==> src/gap_fill_max_subarray_core_assert.svh <==
// ---------------------------------------------------------------------------
// gap fill max subarray: assertion macros
// Concurrent assertion helpers clocked on clk, disabled while rst_n is low.
// The synthesis branch leaves each macro empty.
// ---------------------------------------------------------------------------
`ifndef GAP_FILL_MAX_SUBARRAY_CORE_ASSERT_SVH
`define GAP_FILL_MAX_SUBARRAY_CORE_ASSERT_SVH

`ifndef SYNTHESIS

// same-cycle implication
`define GFMS_ASSERT_IMP(lbl, ante, cons) \
  lbl: assert property (@(posedge clk) disable iff (!rst_n) (ante) |-> (cons)) \
    else $error("gfms assertion failed");

// next-cycle implication
`define GFMS_ASSERT_NXT(lbl, ante, cons) \
  lbl: assert property (@(posedge clk) disable iff (!rst_n) (ante) |=> (cons)) \
    else $error("gfms assertion failed");

`else

`define GFMS_ASSERT_IMP(lbl, ante, cons)
`define GFMS_ASSERT_NXT(lbl, ante, cons)

`endif

`endif

==> src/gfms_pkg.sv <==
// ---------------------------------------------------------------------------
// gfms_pkg
// Shared constants, codes and control types of the gap fill / max subarray core.
// ---------------------------------------------------------------------------
`default_nettype none

package gfms_pkg;

  // default configuration
  localparam int MAX_GAP     = 32;
  localparam int SAMPLE_BITS = 32;

  // fixed field widths
  localparam int SAMPLE_W = 32;
  localparam int VALUE_W  = 48;
  localparam int KIND_W   = 2;

  // result kinds
  typedef enum logic [KIND_W-1:0] {
    KIND_SAMPLE = 2'd0,
    KIND_MAX    = 2'd1,
    KIND_ERR    = 2'd2
  } kind_t;

  // sequencer states
  typedef enum logic [2:0] {
    S_IDLE,
    S_ERR,
    S_FILL,
    S_SAMPLE,
    S_TRAIL,
    S_MAX
  } state_t;

  // result source select
  typedef enum logic [2:0] {
    SEL_FILL,
    SEL_SAMPLE,
    SEL_TRAIL,
    SEL_MAX,
    SEL_ERR
  } sel_t;

  // controller to datapath
  typedef struct packed {
    logic load;
    logic pend_inc;
    logic issue;
    sel_t sel;
    logic end_flag;
  } cmd_t;

  // datapath to controller
  typedef struct packed {
    logic pend_zero;
    logic pend_one;
    logic pend_full;
    logic out_free;
  } status_t;

endpackage

`default_nettype wire

==> src/gfms_in_if.sv <==
// ---------------------------------------------------------------------------
// gfms_in_if
// Input word channel: one sample with its missing and last flags.
// ---------------------------------------------------------------------------
`default_nettype none

interface gfms_in_if;
  logic                                  valid;
  logic                                  ready;
  logic signed [gfms_pkg::SAMPLE_W-1:0] sample;
  logic                                  missing;
  logic                                  last;

  modport source (output valid, output sample, output missing, output last, input ready);
  modport sink   (input valid, input sample, input missing, input last, output ready);
endinterface

`default_nettype wire

==> src/gfms_out_if.sv <==
// ---------------------------------------------------------------------------
// gfms_out_if
// Result word channel: value, kind and end of run marker.
// ---------------------------------------------------------------------------
`default_nettype none

interface gfms_out_if;
  logic                                 valid;
  logic                                 ready;
  logic signed [gfms_pkg::VALUE_W-1:0] value;
  logic [gfms_pkg::KIND_W-1:0]         kind;
  logic                                 end_of_run;

  modport source (output valid, output value, output kind, output end_of_run, input ready);
  modport sink   (input valid, input value, input kind, input end_of_run, output ready);
endinterface

`default_nettype wire

==> src/gfms_ctrl.sv <==
// ---------------------------------------------------------------------------
// gfms_ctrl
// Sequencer: accepts input words and steps through gap errors, fills, the present
// sample, trailing fills and the final maximum sum, one result per free output slot.
// ---------------------------------------------------------------------------
`default_nettype none

module gfms_ctrl (
  input  wire logic              clk,
  input  wire logic              rst_n,
  input  wire logic              in_valid,
  input  wire logic              in_missing,
  input  wire logic              in_last,
  output logic                   in_ready,
  input  wire gfms_pkg::status_t st,
  output gfms_pkg::cmd_t         cmd
);

  gfms_pkg::state_t state_r, state_nxt;
  logic             last_r, last_nxt;

  // state and last flag registers
  always_ff @(posedge clk) begin
    if (!rst_n) begin
      state_r <= gfms_pkg::S_IDLE;
      last_r  <= 1'b0;
    end else begin
      state_r <= state_nxt;
      last_r  <= last_nxt;
    end
  end

  // next state and commands
  always_comb begin
    state_nxt    = state_r;
    last_nxt     = last_r;
    in_ready     = 1'b0;
    cmd.load     = 1'b0;
    cmd.pend_inc = 1'b0;
    cmd.issue    = 1'b0;
    cmd.sel      = gfms_pkg::SEL_SAMPLE;
    cmd.end_flag = 1'b0;
    case (state_r)
      gfms_pkg::S_IDLE: begin
        in_ready = 1'b1;
        if (in_valid) begin
          cmd.load = 1'b1;
          last_nxt = in_last;
          if (in_missing) begin
            if (st.pend_full) begin
              state_nxt = gfms_pkg::S_ERR;
            end else begin
              cmd.pend_inc = 1'b1;
              state_nxt    = in_last ? gfms_pkg::S_TRAIL : gfms_pkg::S_IDLE;
            end
          end else begin
            state_nxt = st.pend_zero ? gfms_pkg::S_SAMPLE : gfms_pkg::S_FILL;
          end
        end
      end
      gfms_pkg::S_ERR: begin
        cmd.sel      = gfms_pkg::SEL_ERR;
        cmd.end_flag = !last_r;
        if (st.out_free) begin
          cmd.issue = 1'b1;
          state_nxt = last_r ? gfms_pkg::S_TRAIL : gfms_pkg::S_IDLE;
        end
      end
      gfms_pkg::S_FILL: begin
        cmd.sel = gfms_pkg::SEL_FILL;
        if (st.out_free) begin
          cmd.issue = 1'b1;
          if (st.pend_one) state_nxt = gfms_pkg::S_SAMPLE;
        end
      end
      gfms_pkg::S_SAMPLE: begin
        cmd.sel      = gfms_pkg::SEL_SAMPLE;
        cmd.end_flag = !last_r;
        if (st.out_free) begin
          cmd.issue = 1'b1;
          state_nxt = last_r ? gfms_pkg::S_TRAIL : gfms_pkg::S_IDLE;
        end
      end
      gfms_pkg::S_TRAIL: begin
        // empty count: the state idles without issuing so the accumulator can settle
        cmd.sel = gfms_pkg::SEL_TRAIL;
        if (st.pend_zero) begin
          state_nxt = gfms_pkg::S_MAX;
        end else if (st.out_free) begin
          cmd.issue = 1'b1;
        end
      end
      gfms_pkg::S_MAX: begin
        cmd.sel      = gfms_pkg::SEL_MAX;
        cmd.end_flag = 1'b1;
        if (st.out_free) begin
          cmd.issue = 1'b1;
          state_nxt = gfms_pkg::S_IDLE;
        end
      end
      default: begin
        state_nxt = gfms_pkg::S_IDLE;
      end
    endcase
  end

  // checks
  `include "gap_fill_max_subarray_core_assert.svh"

  `GFMS_ASSERT_IMP(a_issue_free, cmd.issue, st.out_free)
  `GFMS_ASSERT_IMP(a_fill_nonempty, state_r == gfms_pkg::S_FILL, !st.pend_zero)
  `GFMS_ASSERT_NXT(a_trail_to_max, state_r == gfms_pkg::S_TRAIL && st.pend_zero, state_r == gfms_pkg::S_MAX)
  `GFMS_ASSERT_NXT(a_max_to_idle, state_r == gfms_pkg::S_MAX && cmd.issue, state_r == gfms_pkg::S_IDLE && st.pend_zero)

endmodule

`default_nettype wire

==> src/gfms_dp.sv <==
// ---------------------------------------------------------------------------
// gfms_dp
// Datapath: sample hold, pending gap counter, fill averaging, result register
// and the saturating maximum subarray accumulator.
// ---------------------------------------------------------------------------
`default_nettype none

module gfms_dp #(
  parameter int MAX_GAP     = gfms_pkg::MAX_GAP,
  parameter int SAMPLE_BITS = gfms_pkg::SAMPLE_BITS
) (
  input  wire logic                                  clk,
  input  wire logic                                  rst_n,
  input  wire gfms_pkg::cmd_t                        cmd,
  input  wire logic signed [gfms_pkg::SAMPLE_W-1:0] in_sample,
  output gfms_pkg::status_t                          st,
  output logic                                       out_valid,
  input  wire logic                                  out_ready,
  output logic signed [gfms_pkg::VALUE_W-1:0]       out_value,
  output logic [gfms_pkg::KIND_W-1:0]               out_kind,
  output logic                                       out_end
);

  localparam int CntW = $clog2(MAX_GAP + 1);
  localparam int SumW = gfms_pkg::VALUE_W;
  localparam int ExtW = SumW - SAMPLE_BITS;

  logic signed [SAMPLE_BITS-1:0] sample_r;
  logic signed [SAMPLE_BITS-1:0] left_r, left_nxt;
  logic                          left_valid_r, left_valid_nxt;
  logic [CntW-1:0]               pend_r, pend_nxt;

  logic signed [SAMPLE_BITS:0]   pair_sum;
  logic signed [SAMPLE_BITS:0]   pair_half;
  logic                          pair_round;
  logic signed [SAMPLE_BITS-1:0] avg;
  logic signed [SAMPLE_BITS-1:0] rec_v;
  logic                          is_rec;

  logic                          out_valid_r, out_valid_nxt;
  logic signed [SumW-1:0]        out_value_r, out_value_nxt;
  gfms_pkg::kind_t               out_kind_r, out_kind_nxt;
  logic                          out_end_r;

  logic                          acc_go_r;
  logic signed [SumW-1:0]        acc_v_r;
  logic signed [SumW-1:0]        run_r, run_nxt;
  logic signed [SumW-1:0]        best_r, best_nxt;
  logic                          seen_r, seen_nxt;
  logic signed [SumW:0]          run_add;
  logic signed [SumW-1:0]        run_sat;
  logic                          clear;

  // status to the sequencer
  assign st.pend_zero = (pend_r == '0);
  assign st.pend_one  = (pend_r == CntW'(1));
  assign st.pend_full = (pend_r == CntW'(MAX_GAP));
  assign st.out_free  = !out_valid_r || out_ready;

  assign clear = cmd.issue && (cmd.sel == gfms_pkg::SEL_MAX);

  // held sample, low bits taken as a signed value
  always_ff @(posedge clk) begin
    if (cmd.load) sample_r <= in_sample[SAMPLE_BITS-1:0];
  end

  // midpoint of left value and sample, truncated toward zero
  always_comb begin
    pair_sum   = {left_r[SAMPLE_BITS-1], left_r} + {sample_r[SAMPLE_BITS-1], sample_r};
    pair_half  = pair_sum >>> 1;
    pair_round = pair_sum[SAMPLE_BITS] & pair_sum[0];
    avg        = pair_half[SAMPLE_BITS-1:0] + {{(SAMPLE_BITS-1){1'b0}}, pair_round};
  end

  // recovered value select and result word
  always_comb begin
    rec_v        = sample_r;
    is_rec       = 1'b1;
    out_kind_nxt = gfms_pkg::KIND_SAMPLE;
    case (cmd.sel)
      gfms_pkg::SEL_FILL:   rec_v = left_valid_r ? avg : sample_r;
      gfms_pkg::SEL_SAMPLE: rec_v = sample_r;
      gfms_pkg::SEL_TRAIL:  rec_v = left_valid_r ? left_r : '0;
      gfms_pkg::SEL_MAX: begin
        is_rec       = 1'b0;
        out_kind_nxt = gfms_pkg::KIND_MAX;
      end
      gfms_pkg::SEL_ERR: begin
        is_rec       = 1'b0;
        out_kind_nxt = gfms_pkg::KIND_ERR;
      end
      default: is_rec = 1'b0;
    endcase
    if (is_rec) begin
      out_value_nxt = {{ExtW{rec_v[SAMPLE_BITS-1]}}, rec_v};
    end else if (cmd.sel == gfms_pkg::SEL_MAX) begin
      out_value_nxt = seen_r ? best_r : '0;
    end else begin
      out_value_nxt = '0;
    end
  end

  // left neighbor and gap count
  always_comb begin
    left_nxt       = left_r;
    left_valid_nxt = left_valid_r;
    pend_nxt       = pend_r;
    if (cmd.pend_inc) pend_nxt = pend_r + CntW'(1);
    if (cmd.issue && is_rec) begin
      left_nxt       = rec_v;
      left_valid_nxt = 1'b1;
      if (cmd.sel != gfms_pkg::SEL_SAMPLE) pend_nxt = pend_r - CntW'(1);
    end
    if (clear) begin
      left_valid_nxt = 1'b0;
      pend_nxt       = '0;
    end
  end

  always_ff @(posedge clk) begin
    if (!rst_n) begin
      left_r       <= '0;
      left_valid_r <= 1'b0;
      pend_r       <= '0;
    end else begin
      left_r       <= left_nxt;
      left_valid_r <= left_valid_nxt;
      pend_r       <= pend_nxt;
    end
  end

  // result register
  assign out_valid_nxt = cmd.issue ? 1'b1 : (out_ready ? 1'b0 : out_valid_r);

  always_ff @(posedge clk) begin
    if (!rst_n) begin
      out_valid_r <= 1'b0;
    end else begin
      out_valid_r <= out_valid_nxt;
    end
  end

  always_ff @(posedge clk) begin
    if (cmd.issue) begin
      out_value_r <= out_value_nxt;
      out_kind_r  <= out_kind_nxt;
      out_end_r   <= cmd.end_flag;
    end
  end

  assign out_valid = out_valid_r;
  assign out_value = out_value_r;
  assign out_kind  = out_kind_r;
  assign out_end   = out_end_r;

  // accumulator input stage, registered together with the result word
  always_ff @(posedge clk) begin
    if (!rst_n) begin
      acc_go_r <= 1'b0;
    end else begin
      acc_go_r <= cmd.issue && is_rec;
    end
  end

  always_ff @(posedge clk) begin
    if (cmd.issue && is_rec) acc_v_r <= out_value_nxt;
  end

  // kadane step with saturating running sum
  always_comb begin
    run_add = {run_r[SumW-1], run_r} + {acc_v_r[SumW-1], acc_v_r};
    if (run_add[SumW] != run_add[SumW-1]) begin
      run_sat = run_add[SumW] ? {1'b1, {(SumW-1){1'b0}}} : {1'b0, {(SumW-1){1'b1}}};
    end else begin
      run_sat = run_add[SumW-1:0];
    end
    run_nxt  = run_r;
    best_nxt = best_r;
    seen_nxt = seen_r;
    if (acc_go_r) begin
      if (!seen_r) begin
        run_nxt  = acc_v_r;
        best_nxt = acc_v_r;
        seen_nxt = 1'b1;
      end else begin
        run_nxt  = run_r[SumW-1] ? acc_v_r : run_sat;
        best_nxt = (best_r < run_nxt) ? run_nxt : best_r;
      end
    end
    if (clear) begin
      run_nxt  = '0;
      best_nxt = '0;
      seen_nxt = 1'b0;
    end
  end

  always_ff @(posedge clk) begin
    if (!rst_n) begin
      run_r  <= '0;
      best_r <= '0;
      seen_r <= 1'b0;
    end else begin
      run_r  <= run_nxt;
      best_r <= best_nxt;
      seen_r <= seen_nxt;
    end
  end

endmodule

`default_nettype wire

==> src/gap_fill_max_subarray_core.sv <==
// ---------------------------------------------------------------------------
// gap_fill_max_subarray_core
// Recovers missing samples by midpoint fill and reports the maximum subarray
// sum of the recovered sequence at the end of each run.
//
//   channel  dir  handshake      payload
//   in_ch    in   valid / ready  sample[31:0] signed, missing, last
//   out_ch   out  valid / ready  value[47:0] signed, kind[1:0], end_of_run
//
// A word is taken while the sequencer is idle; it then issues one result per
// cycle while the result register is free: a present sample after k pending
// gaps gives k + 1 results, its fills and then the sample itself.
// A last word adds one result per trailing gap, a settle step for the
// accumulator and then the maximum sum result.
// A missing word that only extends the gap gives no result.
// Reset is synchronous, active low, and empties the gap count and accumulator.
// A low out_ch.ready holds the result register and the sequencer waits.
// ---------------------------------------------------------------------------
`default_nettype none

module gap_fill_max_subarray_core #(
  parameter int MAX_GAP     = gfms_pkg::MAX_GAP,
  parameter int SAMPLE_BITS = gfms_pkg::SAMPLE_BITS
) (
  input wire logic  clk,
  input wire logic  rst_n,
  gfms_in_if.sink   in_ch,
  gfms_out_if.source out_ch
);

  gfms_pkg::cmd_t    cmd;
  gfms_pkg::status_t st;
  logic              in_ready;

  // sequencer
  gfms_ctrl u_ctrl (
    .clk        (clk),
    .rst_n      (rst_n),
    .in_valid   (in_ch.valid),
    .in_missing (in_ch.missing),
    .in_last    (in_ch.last),
    .in_ready   (in_ready),
    .st         (st),
    .cmd        (cmd)
  );

  assign in_ch.ready = in_ready;

  // datapath
  gfms_dp #(
    .MAX_GAP     (MAX_GAP),
    .SAMPLE_BITS (SAMPLE_BITS)
  ) u_dp (
    .clk       (clk),
    .rst_n     (rst_n),
    .cmd       (cmd),
    .in_sample (in_ch.sample),
    .st        (st),
    .out_valid (out_ch.valid),
    .out_ready (out_ch.ready),
    .out_value (out_ch.value),
    .out_kind  (out_ch.kind),
    .out_end   (out_ch.end_of_run)
  );

endmodule

`default_nettype wire

==> src/flat_wrapper.sv <==
// flat-port wrapper written by rule: the top's interface ports become plain ports
module gap_fill_max_subarray_core_flat 
#(
  parameter int MAX_GAP     = gfms_pkg::MAX_GAP,
  parameter int SAMPLE_BITS = gfms_pkg::SAMPLE_BITS
)
  (clk, rst_n, in_ch_valid, in_ch_sample, in_ch_missing, in_ch_last, in_ch_ready, out_ch_valid, out_ch_value, out_ch_kind, out_ch_end_of_run, out_ch_ready);
  gfms_in_if in_ch_i ();
  gfms_out_if out_ch_i ();
  input wire logic clk;
  input wire logic rst_n;
  input wire logic [$bits(in_ch_i.valid)-1:0] in_ch_valid;
  input wire logic [$bits(in_ch_i.sample)-1:0] in_ch_sample;
  input wire logic [$bits(in_ch_i.missing)-1:0] in_ch_missing;
  input wire logic [$bits(in_ch_i.last)-1:0] in_ch_last;
  output wire logic [$bits(in_ch_i.ready)-1:0] in_ch_ready;
  output wire logic [$bits(out_ch_i.valid)-1:0] out_ch_valid;
  output wire logic [$bits(out_ch_i.value)-1:0] out_ch_value;
  output wire logic [$bits(out_ch_i.kind)-1:0] out_ch_kind;
  output wire logic [$bits(out_ch_i.end_of_run)-1:0] out_ch_end_of_run;
  input wire logic [$bits(out_ch_i.ready)-1:0] out_ch_ready;
  assign in_ch_i.valid = in_ch_valid;
  assign in_ch_i.sample = in_ch_sample;
  assign in_ch_i.missing = in_ch_missing;
  assign in_ch_i.last = in_ch_last;
  assign in_ch_ready = in_ch_i.ready;
  assign out_ch_valid = out_ch_i.valid;
  assign out_ch_value = out_ch_i.value;
  assign out_ch_kind = out_ch_i.kind;
  assign out_ch_end_of_run = out_ch_i.end_of_run;
  assign out_ch_i.ready = out_ch_ready;
  gap_fill_max_subarray_core #(.MAX_GAP(MAX_GAP), .SAMPLE_BITS(SAMPLE_BITS)) u_core (.clk(clk), .rst_n(rst_n), .in_ch(in_ch_i), .out_ch(out_ch_i));
endmodule
==> config.mk <==
export PLATFORM = sky130hd
export DESIGN_NAME = gap_fill_max_subarray_core_flat
export DESIGN_NICKNAME = d
export VERILOG_FILES = /design/src/gfms_pkg.sv /design/src/gfms_in_if.sv /design/src/gfms_out_if.sv /design/src/gfms_ctrl.sv /design/src/gfms_dp.sv /design/src/gap_fill_max_subarray_core.sv /design/src/flat_wrapper.sv
export VERILOG_INCLUDE_DIRS = /design/src /design/src/src
export SDC_FILE = /design/constraint.sdc
export NUM_CORES = 1
export LEC_CHECK = 0
export ABC_AREA = 1
export BUFFER_PORTS_ARGS = -buffer_cell sky130_fd_sc_hd__buf_2
export CORE_AREA = 5 5 199 201
export CTS_BUF_LIST = sky130_fd_sc_hd__clkbuf_16
export DETAILED_ROUTE_END_ITERATION = 16
export DIE_AREA = 0 0 204 206
export PLACE_DENSITY_LB_ADDON = 0.3
export SYNTH_ARGS = -nofsm -noshare
export SYNTH_HDL_FRONTEND = slang
export SYNTH_SLANG_ARGS = --single-unit
==> constraint.sdc <==
create_clock -name clk -period 10.8 [get_ports clk]
set_input_delay 1.08 -clock clk [delete_from_list [all_inputs] [get_ports clk]]
set_output_delay 1.08 -clock clk [all_outputs]
set_load 0.005 [all_outputs]
# [Yosys cells after proc, flatten, opt, wreduce, memory -nomap -nowiden]
# Index checks and enable logic that the tools add are counted.
[op_classes] shifts=0 muxes=40 n_reduce_logical=15 n_bitwise=2 magnitude_cmp=1 mul=0 n_eq_ne=20 n_div=0 add_sub_neg=5
[ops] op="two-way mux 48 bit" count=9
[ops] op="two-way mux 32 bit" count=2
[ops] op="one-hot mux 32 bit (2 select lines)" count=1
[ops] op="adder 48 x 48 -> 49 bit" count=1
[ops] op="< comparator 48 bit" count=1
[ops] op="adder 32 x 32 -> 33 bit" count=1
[ops] op="adder 32 x 1 -> 32 bit" count=1
[ops] op="two-way mux 3 bit" count=10
[ops] op="one-hot mux 4 bit (5 select lines)" count=1
[ops] op="two-way mux 6 bit" count=3
[ops] op="one-hot mux 3 bit (5 select lines)" count=1
[ops] op="equality test 3 x 2 -> 1 bit, second input constant" count=4
[ops] op="inequality test 2 x 1 -> 1 bit, second input constant" count=5
[ops] op="equality test 3 bit, second input constant" count=3
[ops] op="two-way mux 1 bit" count=9
[ops] op="adder 6 x 1 -> 6 bit, second input constant" count=1
[ops] op="equality test 3 x 1 -> 1 bit, second input constant" count=2
[ops] op="equality test 6 x 1 -> 1 bit, second input constant" count=1
[ops] op="equality test 6 bit, second input constant" count=1
[ops] op="logical NOT 3 bit" count=2
[ops] op="logical NOT 6 bit" count=1
[ops] op="AND reduction 6 bit" count=1
[ops] op="subtractor 6 x 1 -> 6 bit, second input constant" count=1
[ops] op="two-way mux 2 bit" count=2
[ops] op="14 further kinds" count=19
[word_totals] reg_bits=273 rom_bits=0 input_bits=38 latchBits=0 memories=0 output_inout_bits=53 mem_bits_rw=0

# [Longest topological paths before layout]
# Gate-level depths: netlist of the first run.
[depth] word_depth=10 ltp_mapped=36

# [Hierarchy]
# Synthesis of the first run repeated with hierarchy kept, for this count alone.
[unflattened] hier_cells=2491 hier_area_um2=18427.7
[by_module_without_submodules] mod="gfms_dp" instances=1 cells_each=2425 area_each_um2=18031.0 seq_area_each_um2=6696.4
[by_module_without_submodules] mod="gfms_ctrl" instances=1 cells_each=66 area_each_um2=396.6 seq_area_each_um2=80.1

# [Worst setup path after synthesis of the first run]
# Ideal clock, no wire load.
[synth_path] path_kind="register -> register" from="register u_core.u_dp.sample_r[0]" to="register u_core.u_dp.acc_v_r[18], data pin" path_stages_with_launch=35 path_buffers=0 period_less_slack_ps=4806 slack_ps=5994 t_arrival_ps=4546 setup_ps=260 t_required_ps=10540 path_cell_list="edfxtp_1 > ha_1 > fa_1 > nand3_1 > nand2_1 > nand2_1 > o211ai_2 > nand2_1 > nand2_1 > nand3_1 > nand3_1 > nand2_1 > o211ai_1 > a221oi_1 > xor2_1 > and2_1 > ha_1 > ha_1 > and2_1 > nand2_1 > nor2_1 > nand2_1 > nor2_2 > nand2_1 > nor2_1 > inv_2 > nor3_4 > nand2_2 > nor2_2 > nand3_1 > o21ai_1 > o21ai_1 > nand2_1 > nand3_1 > a22o_1"
[synth_between] elab_chain_cells=6
[synth_lines] element="start: declaration" line="gfms_dp.sv:28" rtl="logic signed [SAMPLE_BITS-1:0] sample_r;"
[synth_lines] element="start signal: assignment" line="gfms_dp.sv:64" rtl="if (cmd.load) sample_r <= in_sample[SAMPLE_BITS-1:0];"
[synth_lines] element="adder 32 x 32 -> 33 bit *" line="gfms_dp.sv:69" rtl="pair_sum = {left_r[SAMPLE_BITS-1], left_r} + {sample_r[SAMPLE_BITS-1], sample_r};"
[synth_lines] element="bitwise AND 1 bit" line="gfms_dp.sv:71" rtl="pair_round = pair_sum[SAMPLE_BITS] & pair_sum[0];"
[synth_lines] element="adder 32 x 1 -> 32 bit *" line="gfms_dp.sv:72" rtl="avg = pair_half[SAMPLE_BITS-1:0] + {{(SAMPLE_BITS-1){1'b0}}, pair_round};"
[synth_lines] element="two-way mux 32 bit *" line="gfms_dp.sv:81" rtl="gfms_pkg::SEL_FILL: rec_v = left_valid_r ? avg : sample_r;"
[synth_lines] element="one-hot mux 32 bit (2 select lines) *" line="gfms_dp.sv:80" rtl="case (cmd.sel)"
[synth_lines] element="two-way mux 48 bit *" line="gfms_dp.sv:94" rtl="if (is_rec) begin"
[synth_lines] element="net u_core.u_dp.out_value_nxt[18]" line="gfms_dp.sv:41" rtl="logic signed [SumW-1:0] out_value_r, out_value_nxt;"
[synth_lines] element="end signal: assignment" line="gfms_dp.sv:166" rtl="if (cmd.issue && is_rec) acc_v_r <= out_value_nxt;"
[synth_lines] element="end: declaration" line="gfms_dp.sv:46" rtl="logic signed [SumW-1:0] acc_v_r;"
# Mark *: on every way through the listed nets, which the timed path passes. The rest lies on a longest branch.
# A chain may end at the register's enable or synchronous reset.

# [Worst setup path in the final report of the first run]
[layout_path] from="register u_core.u_dp.acc_v_r[0]" to="register u_core.u_dp.best_r[24]"
[layout_between] elab_chain_cells=7
[layout_lines] element="adder 48 x 48 -> 49 bit" line="gfms_dp.sv:171" rtl="run_add = {run_r[SumW-1], run_r} + {acc_v_r[SumW-1], acc_v_r};"
[layout_lines] element="two-way mux 48 bit / inequality test 1 bit (equally long branches)" line="gfms_dp.sv:173, gfms_dp.sv:172"
[layout_lines] element="two-way mux 48 bit" line="gfms_dp.sv:172" rtl="if (run_add[SumW] != run_add[SumW-1]) begin"
[layout_lines] element="two-way mux 48 bit *" line="gfms_dp.sv:186" rtl="run_nxt = run_r[SumW-1] ? acc_v_r : run_sat;"
[layout_lines] element="< comparator 48 bit" line="gfms_dp.sv:187" rtl="best_nxt = (best_r < run_nxt) ? run_nxt : best_r;"
[layout_lines] element="inequality test 2 x 1 -> 1 bit (no line)"
[layout_lines] element="AND reduction 2 bit (no line)"
[layout_lines] element="end signal: assignment" line="gfms_dp.sv:204" rtl="best_r <= best_nxt;"
[layout_lines] element="end: declaration" line="gfms_dp.sv:48" rtl="logic signed [SumW-1:0] best_r, best_nxt;"
# Mark *: on every way between the ends. The rest lies on a longest branch, timed or not. The select of a mux whose other input is x is not followed.

==> results.json, run 1 <==
{
  "status": "finished clean",
  "row_count": 71,
  "vias": 17200,
  "rr_startpoint": "u_core.u_dp.acc_v_r[0]",
  "cp.required_ns": 11.23,
  "cts_max_level": 2,
  "cp_slowest_stage_delay_ns": 0.66,
  "synth.avg_cell_area_um2": 7.358,
  "worst_pin_slew_ns": 1.011,
  "core-area_um2": 37400,
  "cp-end-kind": "flip-flop",
  "worst_path_max_delay_cell": "buf_4",
  "finalCriticalPeriod_ns": 7.605,
  "cp_max_fo": 50,
  "fin_hold_ws_ns": 0.5019,
  "gp_congestion": 0.9542,
  "finalHoldViolations": 0,
  "cts_buffer_depth": 3,
  "finalSetupTns_ns": 0,
  "cts.sinks": 273,
  "hpwl_mm": 40.79,
  "io_buffers": 90,
  "rsz0062_at_grt": "no",
  "synth_most_common_cell": "nand2_1",
  "arrival_ns": 8.03,
  "grt_util_all_layers_pct": 26.04,
  "start_kind": "flip-flop",
  "ys_top_cells_by_area": "edfxtp_1 21%, dfxtp_1 15%, nand2_1 13%, ha_1 8.9%, o21ai_0 6.1%",
  "setup_viol": 0,
  "postCtsHoldBufs": 0,
  "grt_pass1_wl_mm": 88.51,
  "dieWidth_um": 204,
  "die_y_um": 206,
  "die_area_um2": 42020,
  "drcViolationCount": 0,
  "wl_per_cell_um": 17.79,
  "synth-main-ff-cell": "dfxtp_1",
  "grt_pass1_vias": 16746,
  "synth-async-reset-ratio_pct": 0,
  "syn_inst": 2511,
  "post-route-period-util_pct": 70.42,
  "synth_top_area_share_pct": 21.29,
  "antenna_left": 0,
  "io_pins": 91,
  "cpMostUsedCell": "nand2_1",
  "post-cts-setup-buffer-count": 0,
  "grt_max_degree": 97,
  "cts-root-buf": "clkbuf_16",
  "max_freq_ghz": 0.1315,
  "finClkSkew_ns": 0.02549,
  "synth-edff-count": 131,
  "synth_seq_cells": 273,
  "hold_class": "flip-flop to flip-flop",
  "first_pass_iters": 5,
  "drv_slew": 0,
  "crit_type": "flip-flop to flip-flop",
  "cts_buffers": 34,
  "drive_gt1_share_pct": 10.75,
  "clkTransAtPathRegs_ns": 0.06,
  "ys_seq_area_share_pct": 36.68,
  "hp-start": "u_core.u_ctrl.last_r",
  "synth_common_cells": "624 x nand2_1, 261 x inv_1, 246 x nor2_1, 225 x o21ai_0, 193 x a21oi_1",
  "synth_top_cell_by_area": "edfxtp_1",
  "fin_cells": 3107,
  "cap_viol_max_count": 0,
  "syn-num-nets": 2683,
  "antennaDiodeCount": 0,
  "fin_nets": 2744,
  "start_util_pct": 49.40,
  "fill_cells": 3597,
  "cts_tree": "built",
  "synth_warnings": 0,
  "clk_latency_ns": 0.54,
  "cts-resized-gates": 0,
  "synth_area_um2": 18480,
  "antenna_found_initial": 0,
  "syn2layout_area_growth_pct": 10.48,
  "dp_cells": 3047,
  "yosys.cell_types.count": 63,
  "wirelength_mm": 55.29,
  "overflow": 0,
  "relSlewSlack_pct": 31.98,
  "crit_path_start": "u_core.u_dp.acc_v_r[0]",
  "drt_iter0_drc": 1159,
  "avgViaCountPerCell": 5.536
}
-- area by class of cell --
type                            count  area, um2  area share, %
Multi-Input combinational cell   1868      10270          50.32
Clock buffer                       34      850.8          4.168
Tap cell                          511      639.4          3.132
Clock inverter                     26      203.9         0.9991
Timing Repair Buffer              109      593.1          2.905
Sequential cell                   273       6780          33.22
Inverter                          286       1074          5.259
-- final timing paths --
path	endpoint	slack, ns	depth (start not counted)
max	u_core.u_dp.best_r[24]	3.19	32
min	u_core.u_ctrl.last_r	0.50	2
max reg2reg	u_core.u_dp.best_r[24]	3.19	32
min reg2reg	u_core.u_ctrl.last_r	0.50	2
-- stage by stage --
| step | worst slack (ns) | cell area (um2) | util [%] |
|---|---|---|---|
| 4_1_cts | 3.181 | 20410 | 54.58 |
| 6_report | 3.195 | 20410 | 54.58 |
| 5_1_grt | 2.652 | 20410 | 54.58 |
| 3_5_place_dp | 3.191 | 19360 | 51.76 |
| 2_1_floorplan | 5.994 | 18480 | - |
| 3_3_place_gp | 3.403 | 19360 | 51.76 |
-- worst max-delay path, delay by kind of cell, from the launching register on --
| kind | cells | cell delay [ns] |
|---|---|---|
| compound gates | 1 | 0.11 |
| fa+ha+maj | 3 | 1.00 |
| buf+inv | 3 | 1.23 |
| flops | 1 | 0.41 |
| simple gates | 25 | 4.70 |
-- cell usage in the layout, fill, tap and decap left out, types with 9 or more instances in the layout --
| cell | instances |
|---|---|
| nand2_1 | 624 |
| inv_1 | 269 |
| nor2_1 | 244 |
| o21ai_0 | 225 |
| a21oi_1 | 192 |
| dfxtp_1 | 141 |
| ha_1 | 132 |
| edfxtp_1 | 131 |
| buf_2 | 90 |
| nand3_1 | 79 |
| xor2_1 | 45 |
| a21oi_2 | 42 |
| clkbuf_16 | 34 |
| nand4_1 | 26 |
| nor3_1 | 23 |
| inv_2 | 21 |
| o211ai_1 | 21 |
| nor2_2 | 19 |
| o21bai_1 | 19 |
| buf_4 | 19 |
| xnor2_1 | 18 |
| a31oi_1 | 15 |
| nand2_2 | 14 |
| a211oi_1 | 14 |
| clkinv_1 | 11 |
| o22ai_1 | 11 |
| or2_2 | 9 |
-- cells by family after synthesis --
logic type / after synthesis / synth area share [%]
simple gates: 1066 / 23.84
fa+ha+maj: 134 / 9.156
xor+xnor: 65 / 3.162
compound gates: 603 / 19.29
buf+inv: 370 / 7.876
flops: 273 / 36.68
-- routing by layer --
layer	part of all wire, %	track usage (%)
met2	49	46.16
met4	3.0	7.968
met1	43	32.97
met3	5.2	3.829
met5	0	0
-- registers in the layout, summed over array words and instances, names as in the netlist --
register	count
u_core.u_dp.sample_r	32
u_core.u_dp.pend_r	6
u_core.u_ctrl.state_r	3
u_core.u_dp.out_kind	2
u_core.u_dp.acc_go_r	1
u_core.u_dp.left_r	32
u_core.u_dp.out_end	1
u_core.u_dp.run_r	48
u_core.u_dp.acc_v_r	48
u_core.u_dp.out_value	48
u_core.u_dp.seen_r	1
u_core.u_dp.left_valid_r	1
u_core.u_dp.out_valid	1
u_core.u_dp.best_r	48
u_core.u_ctrl.last_r	1
Power of run 1 is left out: the tool's default activity adds up to more than one toggle a clock period on the data nets, which glitch-free logic cannot reach.
==> inputs of run 2 (changes only) <==
==> constraint.sdc (replaced) <==
create_clock -name clk -period 6.8 [get_ports clk]
set_input_delay 0.68 -clock clk [delete_from_list [all_inputs] [get_ports clk]]
set_output_delay 0.68 -clock clk [all_outputs]
set_load 0.005 [all_outputs]
==> results.json, run 2 (synthesis gave the netlist of run 1 again) <==
{
  "status": "finished clean",
  "gp_congestion": 0.9981,
  "wl_per_cell_um": 17.92,
  "drt_iter0_drc": 1361,
  "cpMostUsedCell": "nand2_1",
  "io_buffers": 90,
  "crit_type": "flip-flop to flip-flop",
  "hold_class": "input pin to flip-flop",
  "grt_max_degree": 97,
  "grt_util_all_layers_pct": 26.05,
  "finalCriticalPeriod_ns": 6.482,
  "post-route-period-util_pct": 95.32,
  "cts_buffer_depth": 3,
  "finalSetupTns_ns": 0,
  "arrival_ns": 6.92,
  "cts.sinks": 273,
  "io_pins": 91,
  "start_kind": "flip-flop",
  "antenna_left": 0,
  "antennaDiodeCount": 0,
  "overflow": 0,
  "worst_path_max_delay_cell": "a221oi_1",
  "max_freq_ghz": 0.1543,
  "core-area_um2": 37400,
  "cts-root-buf": "clkbuf_16",
  "critPathTopFamily": "simple AND/OR/NAND/NOR gates",
  "cp_max_fo": 96,
  "cts_tree": "built",
  "clkTransAtPathRegs_ns": 0.06,
  "clk_latency_ns": 0.55,
  "cp_slowest_stage_delay_ns": 0.54,
  "fin_hold_ws_ns": 0.2993,
  "relSlewSlack_pct": 21.82,
  "drv_slew": 0,
  "setup_viol": 0,
  "cts_buffers": 34,
  "finalHoldViolations": 0,
  "wirelength_mm": 55.76,
  "start_util_pct": 49.40,
  "layout_setup_ws_ns": 0.3184,
  "fin_nets": 2748,
  "hpwl_mm": 40.89,
  "pre_cts_ws_ns": 0.002945,
  "first_pass_iters": 6,
  "cp-end-kind": "flip-flop",
  "finClkSkew_ns": 0.02280,
  "drcViolationCount": 0,
  "row_count": 71,
  "cp.required_ns": 7.24,
  "layout_common_cells": "624 x nand2_1, 267 x inv_1, 244 x nor2_1",
  "grt_pass1_vias": 16559,
  "avgViaCountPerCell": 5.527,
  "rsz0062_at_grt": "no",
  "antenna_found_initial": 0,
  "syn2layout_area_growth_pct": 11.13,
  "die_y_um": 206,
  "worst-path-buf-inv": 5,
  "final_common_cell": "nand2_1",
  "cap_viol_max_count": 0,
  "dieWidth_um": 204,
  "die_area_um2": 42020,
  "grt_pass1_wl_mm": 88.35,
  "cts_max_level": 2,
  "drive_gt1_share_pct": 11.15,
  "vias": 17196,
  "worst_pin_slew_ns": 1.171
}
-- run 2: cell count changes in the layout (fill, tap and decap cells not counted), moves of 2 or more --
| cell | change |
|---|---|
| clkinvlp_4 | +4 |
| buf_4 | +3 |
| inv_6 | +2 |
| inv_1 | -2 |
| clkinv_1 | -4 |
-- run 2: worst paths after layout --
| path | slack, ns | startpoint | end | cells past startpoint |
|---|---|---|---|---|
| max | 0.32 | u_core.u_dp.acc_v_r[0] | u_core.u_dp.best_r[30] | 34 |
| min | 0.30 | in_ch_sample[2] | u_core.u_dp.sample_r[2] | 1 |
| max reg2reg | 0.32 | u_core.u_dp.acc_v_r[0] | u_core.u_dp.best_r[30] | 34 |
| min reg2reg | 0.49 | u_core.u_ctrl.last_r | u_core.u_ctrl.last_r | 2 |
-- run 2: area by class of cell --
class,count,area [um2]
repair buffers,113,643.1
clock inverters,25,227.7
clock buffers,35,875.8
inverters,286,1081
well taps,511,639.4
multi-input cells,1868,10290
fillers,3639,16870
flip-flops and latches,273,6780
-- run 2: per-stage QoR --
step	instance area (um2)	std cells	utilization [%]
5_1_grt	20530	3111	54.90
3_3_place_gp	19370	3047	51.79
6_report	20530	3111	54.90
4_1_cts	20480	3107	54.76
2_1_floorplan	18480	2511	-
3_5_place_dp	19370	3047	51.79
-- run 2: worst reg2reg max path: cells and delay by family (launching register included) --
family                   cells  cell delay, ns
AND/OR/NAND/NOR             19            2.29
AO/OA/AOI/OAI                7            1.57
buffers and inverters        5            1.11
adder cells (fa/ha/maj)      3            0.97
flip-flops                   1            0.41
-- run 2: layer usage --
layer,GRT usage [%],up-vias,part of all wire [%]
met4,8.854,0,3.5
met2,45.17,512,47
met5,0,-,0
met1,33.36,7983,43
met3,4.017,114,5.6
li1,-,8587,-
-- run 2: what timing repair did --
| item | in CTS | in global routing |
|---|---|---|
| gates resized for setup | 1 | 4 |
| setup buffers | 0 | 4 |
| hold buffers | 0 | 0 |
| setup endpoints to repair | 5 | 48 |
Power of run 2 is left out for the same reason.
